===== src/hdl/kaa_pkg.sv =====
// ----------------------------------------------------------------------------
// kaa_pkg
// Shared types and constants of the k-means assign and accumulate unit.
// ----------------------------------------------------------------------------
package kaa_pkg;

	// default sizes
	localparam int DEF_MAX_CLUSTERS = 16;
	localparam int DEF_MAX_DIM      = 1024;
	localparam int DEF_VALUE_BITS   = 16;

	// fixed field widths
	localparam int CMD_W     = 2;
	localparam int CLUSTER_W = 4;
	localparam int ELEMENT_W = 10;
	localparam int NC_CFG_W  = 5;
	localparam int LEN_CFG_W = 11;
	localparam int CFG_W     = 11;
	localparam int DIST_W    = 44;
	localparam int SUM_W     = 40;
	localparam int CNT_W     = 20;

	localparam logic [DIST_W-1:0] DIST_MAX = '1;
	localparam logic [SUM_W-1:0]  SUM_MAX  = {1'b0, {(SUM_W-1){1'b1}}};
	localparam logic [SUM_W-1:0]  SUM_MIN  = {1'b1, {(SUM_W-1){1'b0}}};
	localparam logic [CNT_W-1:0]  CNT_MAX  = '1;

	// square saturates once the magnitude needs more than this many bits
	localparam int SQ_MAG_W = 22;

	// register indexes
	localparam logic REG_CLUSTERS = 1'b0;
	localparam logic REG_VEC_LEN  = 1'b1;

	// result kinds
	localparam logic KIND_ASSIGN = 1'b0;
	localparam logic KIND_READ   = 1'b1;

	typedef enum logic [CMD_W-1:0] {
		OP_LOAD   = 2'd0,
		OP_SAMPLE = 2'd1,
		OP_READ   = 2'd2,
		OP_CLEAR  = 2'd3
	} kaa_op_t;

	// controller to datapath
	typedef struct packed {
		logic capture;
		logic cen_wr;
		logic smp_wr;
		logic dist_rd;
		logic sel_step;
		logic sel_first;
		logic sum_rd;
		logic sum_acc;
		logic clr_wr;
		logic dist_clr;
		logic cnt_clr;
		logic cnt_inc;
		logic out_load;
	} kaa_cmd_t;

	// datapath to controller
	typedef struct packed {
		kaa_op_t op;
		logic    load_ok;
		logic    el_in_len;
		logic    el_last;
		logic    out_busy;
	} kaa_status_t;

endpackage


===== src/hdl/kaa_ctrl.sv =====
// ----------------------------------------------------------------------------
// kaa_ctrl
// Sequencer: decodes each word and steps the datapath through the cluster
// and element loops, the clearing sweep and the result hand-off.
// ----------------------------------------------------------------------------
module kaa_ctrl import kaa_pkg::*; #(
	parameter int MAX_CLUSTERS = DEF_MAX_CLUSTERS,
	parameter int MAX_DIM      = DEF_MAX_DIM,
	localparam int CL_W  = $clog2(MAX_CLUSTERS),
	localparam int EL_W  = (MAX_DIM > 1) ? $clog2(MAX_DIM) : 1,
	localparam int AW    = CL_W + EL_W,
	localparam int NC_W  = $clog2(MAX_CLUSTERS + 1),
	localparam int LEN_W = $clog2(MAX_DIM + 1)
) (
	input  logic             clk,
	input  logic             arst_n,
	input  logic [NC_W-1:0]  nc,
	input  logic [LEN_W-1:0] len,
	input  logic             in_valid,
	output logic             in_ready,
	input  kaa_status_t      status,
	output kaa_cmd_t         cmd,
	output logic [AW-1:0]    idx
);

	typedef enum logic [3:0] {
		S_CLEAR, S_IDLE, S_DECODE, S_RD, S_DIST, S_DRAIN1, S_DRAIN2,
		S_SELECT, S_SUM, S_SUM_DRAIN, S_COUNT, S_OUT
	} state_t;

	state_t        state_q;
	logic [AW-1:0] idx_q;
	logic          k_last;
	logic          e_last;
	logic          a_last;

	assign k_last   = (idx_q == AW'(nc - 1'b1));
	assign e_last   = (idx_q == AW'(len - 1'b1));
	assign a_last   = (idx_q == {AW{1'b1}});
	assign idx      = idx_q;
	assign in_ready = (state_q == S_IDLE);

	// decode commands from state
	always_comb begin
		cmd           = '0;
		cmd.capture   = (state_q == S_IDLE) && in_valid;
		cmd.clr_wr    = (state_q == S_CLEAR);
		cmd.sum_rd    = (state_q == S_RD);
		cmd.dist_rd   = (state_q == S_DIST);
		cmd.sel_step  = (state_q == S_SELECT);
		cmd.sel_first = (state_q == S_SELECT) && (idx_q == '0);
		cmd.sum_acc   = (state_q == S_SUM);
		cmd.cnt_inc   = (state_q == S_COUNT);
		cmd.out_load  = (state_q == S_OUT) && !status.out_busy;
		if (state_q == S_COUNT) begin
			cmd.dist_clr = 1'b1;
		end
		if (state_q == S_DECODE) begin
			cmd.cen_wr   = (status.op == OP_LOAD) && status.load_ok;
			cmd.smp_wr   = (status.op == OP_SAMPLE) && status.el_in_len;
			cmd.dist_clr = (status.op == OP_CLEAR);
			cmd.cnt_clr  = (status.op == OP_CLEAR);
		end
	end

	// hold state and loop index
	always_ff @(posedge clk or negedge arst_n) begin
		if (!arst_n) begin
			state_q <= S_CLEAR;
			idx_q   <= '0;
		end else begin
			unique case (state_q)
				S_CLEAR: begin
					idx_q <= idx_q + 1'b1;
					if (a_last) state_q <= S_IDLE;
				end
				S_IDLE: begin
					if (in_valid) state_q <= S_DECODE;
				end
				S_DECODE: begin
					idx_q <= '0;
					unique case (status.op)
						OP_LOAD:   state_q <= S_IDLE;
						OP_CLEAR:  state_q <= S_CLEAR;
						OP_READ:   state_q <= S_RD;
						OP_SAMPLE: state_q <= status.el_in_len ? S_DIST : S_IDLE;
						default:   state_q <= S_IDLE;
					endcase
				end
				S_RD: state_q <= S_OUT;
				S_DIST: begin
					idx_q <= idx_q + 1'b1;
					if (k_last) state_q <= S_DRAIN1;
				end
				S_DRAIN1: state_q <= S_DRAIN2;
				S_DRAIN2: begin
					idx_q   <= '0;
					state_q <= status.el_last ? S_SELECT : S_IDLE;
				end
				S_SELECT: begin
					if (k_last) begin
						idx_q   <= '0;
						state_q <= S_SUM;
					end else begin
						idx_q <= idx_q + 1'b1;
					end
				end
				S_SUM: begin
					idx_q <= idx_q + 1'b1;
					if (e_last) state_q <= S_SUM_DRAIN;
				end
				S_SUM_DRAIN: state_q <= S_COUNT;
				S_COUNT: state_q <= S_OUT;
				S_OUT: begin
					if (!status.out_busy) state_q <= S_IDLE;
				end
				default: state_q <= S_IDLE;
			endcase
		end
	end

endmodule


===== config.mk =====
export PLATFORM = sky130hd
export DESIGN_NAME = kaa_ctrl
export DESIGN_NICKNAME = d
export VERILOG_FILES = /design/src/hdl/kaa_pkg.sv /design/src/hdl/kaa_ctrl.sv
export SDC_FILE = /design/constraint.sdc
export NUM_CORES = 1
export LEC_CHECK = 0
export ABC_AREA = 1
export BUFFER_PORTS_ARGS = -buffer_cell sky130_fd_sc_hd__buf_2
export CAP_MARGIN = 20
export CELL_PAD_IN_SITES_DETAIL_PLACEMENT = 1
export CELL_PAD_IN_SITES_GLOBAL_PLACEMENT = 2
export CORE_MARGIN = 3
export CORE_UTILIZATION = 27
export DETAILED_ROUTE_END_ITERATION = 7
export GPL_ROUTABILITY_DRIVEN = 0
export PLACE_DENSITY = 0.9
export SLEW_MARGIN = 20
export SYNTH_ARGS = -nofsm -noshare
export SYNTH_HDL_FRONTEND = slang
export SYNTH_SLANG_ARGS = --single-unit

===== constraint.sdc =====
create_clock -name clk -period 2.2 [get_ports clk]
set_input_delay 0.44 -clock clk [delete_from_list [all_inputs] [get_ports clk]]
set_output_delay 0.44 -clock clk [all_outputs]
set_load 0.02 [all_outputs]

### After elaboration in Yosys (flattened, before gate mapping)

Index checks and enable logic that the tools add are counted.

| operators by class | value |
|---|---|
| add/subtract/negate cells | 3 |
| multipliers | 0 |
| div/mod/pow operators | 0 |
| $lt $le $gt $ge | 0 |
| equal/unequal tests | 23 |
| shifts and indexed selects | 0 |
| multiplexer cells | 15 |
| bitwise operators | 0 |
| reduce and logical (&&, ||, !) cells | 14 |

Operator list:

| cell | count |
|---|---|
| 4-bit case mux with 11 select lines | 1 |
| 14-bit case mux with 3 select lines | 1 |
| 14-bit == test | 2 |
| 4-bit two-way mux | 6 |
| 4-bit by 3-bit == test with 1-bit output (second input constant) | 4 |
| 4-bit == test (second input constant) | 4 |
| 4-bit case mux with 4 select lines | 1 |
| 14-bit by 1-bit adder with 14-bit output (second input constant) | 1 |
| 14-bit == test (second input constant) | 1 |
| 14-bit logical NOT | 1 |
| 14-bit two-way mux | 1 |
| 11-bit by 1-bit subtractor with 12-bit output (second input constant) | 1 |
| 4-bit by 2-bit == test with 1-bit output (second input constant) | 2 |
| 2-bit by 1-bit inequality test with 1-bit output (second input constant) | 4 |
| 3-bit two-way mux | 2 |
| 6-bit AND reduction | 1 |
| 5-bit by 1-bit subtractor with 6-bit output (second input constant) | 1 |
| 1-bit logical AND | 5 |
| 2-bit == test (second input constant) | 2 |
| 4-bit by 1-bit == test with 1-bit output (second input constant) | 1 |
| 4-bit logical NOT | 1 |
| 2-bit two-way mux | 2 |
| 2-bit inequality test (second input constant) | 2 |
| 2-bit OR reduction | 2 |
| other kinds (6) | 6 |

| storage, ports and cells | value |
|---|---|
| register bits after elaboration | 18 |
| bits in latches | 0 |
| bits in writable memories | 0 |
| ROM bits | 0 |
| input bits | 25 |
| output and inout bits | 28 |
| word-level logic and storage cells | 57 |
| memories kept | 0 |

### Depth between registers and ports, before layout

| logic depth | value |
|---|---|
| depth in word-level cells | 4 |
| gate-level depth with buffers | 15 |
| depth with buffers taken out | 15 |

### Worst setup path after synthesis

No wires, ideal clock.

| path | value |
|---|---|
| path kind | register to output |
| start | register idx_q[7] (netlist: idx[7]) |
| end | output cmd[7] (netlist bit) |
| data arrival time | 1.359 ns |
| required time | 1.760 ns |
| path slack | 0.401 ns |
| stages on the path, launching flop included | 6 |
| path through | dfrtp_1 > inv_1 > nand2_1 > nor3_1 > nand4_1 > nor3_1 |

RTL lines:

| element | RTL line | RTL |
|---|---|---|
| start: declaration | kaa_ctrl.sv:32 | `logic [AW-1:0] idx_q;` |
| start signal: assignment | kaa_ctrl.sv:74 | `idx_q <= idx_q + 1'b1;` |
| start signal: assignment | kaa_ctrl.sv:92 | `idx_q <= idx_q + 1'b1;` |
| start signal: assignment | kaa_ctrl.sv:105 | `idx_q <= idx_q + 1'b1;` |
| end: declaration | kaa_ctrl.sv:22 | `output kaa_cmd_t cmd,` |

==> impl_metrics.tcl <==
set metrics [dict create \
    synth-simple-area-share_pct 46.7 \
    power_uw 726 \
    cts_setup_buffers 0 \
    cts_tree "yes" \
    synth_top_family_by_area "simple AND/OR/NAND/NOR gates" \
    rows 31 \
    drt_first_pass_iters 4 \
    path_cells "nor2_2, inv_1, nor2_1, inv_1, nor4_4, buf_4" \
    layout_common_cells "86 x nand2_1, 51 x inv_1, 51 x buf_2" \
    synth.mux.area_fraction_pct 0 \
    clkTransAtPathRegs_ps 70 \
    r2r-start "idx[9]" \
    synth_compound_area_share_pct 8.49 \
    endpoint_kind "output port" \
    numCtsBuffers 3 \
    final-max-slew-violation-count 0 \
    grt_overflow_total 0 \
    fin_crit_sh_pct 93.4 \
    post_cts_resized 0 \
    drt_first_iter_violations 61 \
    synth-seq-cells 18 \
    floorplan.initialDensity_pct 28.1 \
    regToRegSetupSlack_ps 160 \
    fmax_mhz 487 \
    dp_slack_ps -36.3 \
    peakVddDrop_mv 0.156 \
    grt_max_degree 19 \
    track_usage_pct 15.2 \
    timing.rr.end "state_q[1]" \
    rsz0062_at_grt "no" \
    path_class "reg2out" \
    outcome "completed" \
    vias_per_cell 4.59 \
    synth_xor_xnor_area_share_pct 6.41 \
    first_global_vias 2382 \
    crit_arrival_ps 1620 \
    antenna_found_initial 0 \
    power_per_cell_area_nw_per_um2 291 \
    fin_util_pct 34.2 \
    htree_levels 1 \
    clk_path_buf_depth 2 \
    max_cap_violations 0 \
    grt_pass1_wl_um 10700 \
    die_h_um 93.1 \
    final_common_cell "nand2_1" \
    synth_enable_flop_cells 0 \
    drcViolationCount 0 \
    p_leak_nw 1.44 \
    die_w_um 93.1 \
    syn2layout_area_growth_pct 21.6 \
    critPathMaxFanout 5 \
    hold_path_class "in2async" \
    ys_top_cells_by_area "dfrtp_1 22%, nand2_1 16%, inv_1 9.5%" \
    reg2reg_depth 11 \
    cp_data_required_time_ps 1760 \
    syn_inst 334 \
    fin_nets 420 \
    tightest_slew_ps 446 \
    cts.hold.buffers_added 0 \
    vias 2245 \
    io_pins 53 \
    synth_flop_cell "dfrtp_1" \
    cpMaxStageDelayCell "dfrtp_1" \
    cts_sinks 18 \
    setup_ws_ps 145 \
    fin_crit_ps 2060 \
    diodes 0 \
    ys_async_sr_fraction_pct 100 \
    yosysTopAreaCell "dfrtp_1" \
    portBuffers 52 \
    hold_violations 0 \
    holdWs_ps 113 \
    avgSynthCellArea_sq_um 6.14 \
    startpoint "state_q[0]" \
    synth_fa_ha_area_share_pct 2.44 \
    post_drt_wl_per_cell_um 12.8 \
    startpoint_type "flop" \
    synth_cell_types 33 \
    die-area_sq_um 8670 \
    core_sq_um 7290 \
    endpoint "cmd[10]" \
    synth_fp_nets 363 \
    worst_path_most_repeated_cell "inv_1" \
    syn_area_sq_um 2050 \
    finalSetupViolCount 0 \
    dp_hpwl_um 5230 \
    drt-total-wl_um 6250 \
    drive_above_1_share_pct 28.2 \
    crit_path_max_incr_delay_ps 450 \
    synth_seq_area_share_pct 22.0 \
    insertion_delay_ps 260 \
    timing.slew.headroom_pct 70.3 \
    fin_skew_ps 1.82 \
    ys_warn_count 0 \
    yosysTopAreaCellShare_pct 22.0 \
    root_buffer "clkbuf_8" \
    ant_nets 0 \
]
-- cell type report --
type	instances	area (sq um)
fill	1002	4800
multi-input combinational	246	1320
sequential	18	452
timing repair buffer	55	285
inverter	67	253
tap	99	124
clock buffer	4	55.1
-- synthesized netlist by cell type, types with 4 or more instances --
cell and instances:
nand3_1 23, nand3_2 6, o21ai_0 12, nor2_2 4
ha_1 4, xnor2_1 6, o21ai_1 4, nand4_1 7
dfrtp_1 18, nand2_2 11, a21oi_1 5, nor3_1 6
inv_1 52, nand2_1 86, inv_2 14, nor2_1 44
xor2_1 9
-- power breakdown --
| part | leakage [nW] | total, mW | switching (mW) | internal (mW) |
|---|---|---|---|---|
| logic | 1.17 | 0.112 | 0.0683 | 0.0439 |
| clock network | 0.0288 | 0.283 | 0.124 | 0.160 |
| registers | 0.235 | 0.331 | 0 | 0.331 |
| total | 1.44 | 0.726 | 0.192 | 0.534 |
-- critical path, delay by kind of cell (launching register included) --
| family | cells | cell delay, ps |
|---|---|---|
| and+or+nand+nor | 3 | 520 |
| DFF | 1 | 450 |
| buffers and inverters | 3 | 400 |
-- logic make-up after synthesis --
group,count (synthesis)
XOR/XNOR,15
AO/OA/AOI/OAI,28
adder cells (fa/ha/maj),4
buffers and inverters,70
flip-flops,18
AND/OR/NAND/NOR,199
-- routing by layer --
| metal | GRT usage (%) | part of all wire [%] |
|---|---|---|
| met1 | 18.5 | 45 |
| met2 | 28.2 | 50 |
| met3 | 1.37 | 3.3 |
| met4 | 4.76 | 1.4 |
| met5 | 0 | 0 |
-- worst min path at each step --
stage | to | slack [ps] | cells past startpoint
after detailed placement | idx[11] | 410 | 1
after floorplan | idx[0] | 140 | 0
after CTS | idx[4] | 120 | 1
after global placement | idx[10] | 410 | 1
final | idx[11] | 110 | 1
after global routing | idx[10] | 140 | 1
-- stage by stage --
stage	std cells	TNS, ps	cell area [sq um]
4_1_cts	489	0	2480
5_1_grt	489	0	2490
2_1_floorplan	334	0	2050
3_3_place_gp	485	0	2420
3_5_place_dp	485	-86.3	2420
6_report	489	0	2490
-- sequential cells by signal, summed over array words and instances, names as in the netlist --
name and flops:
idx 14, state_q 4
(Power assumes the default switching activity.)
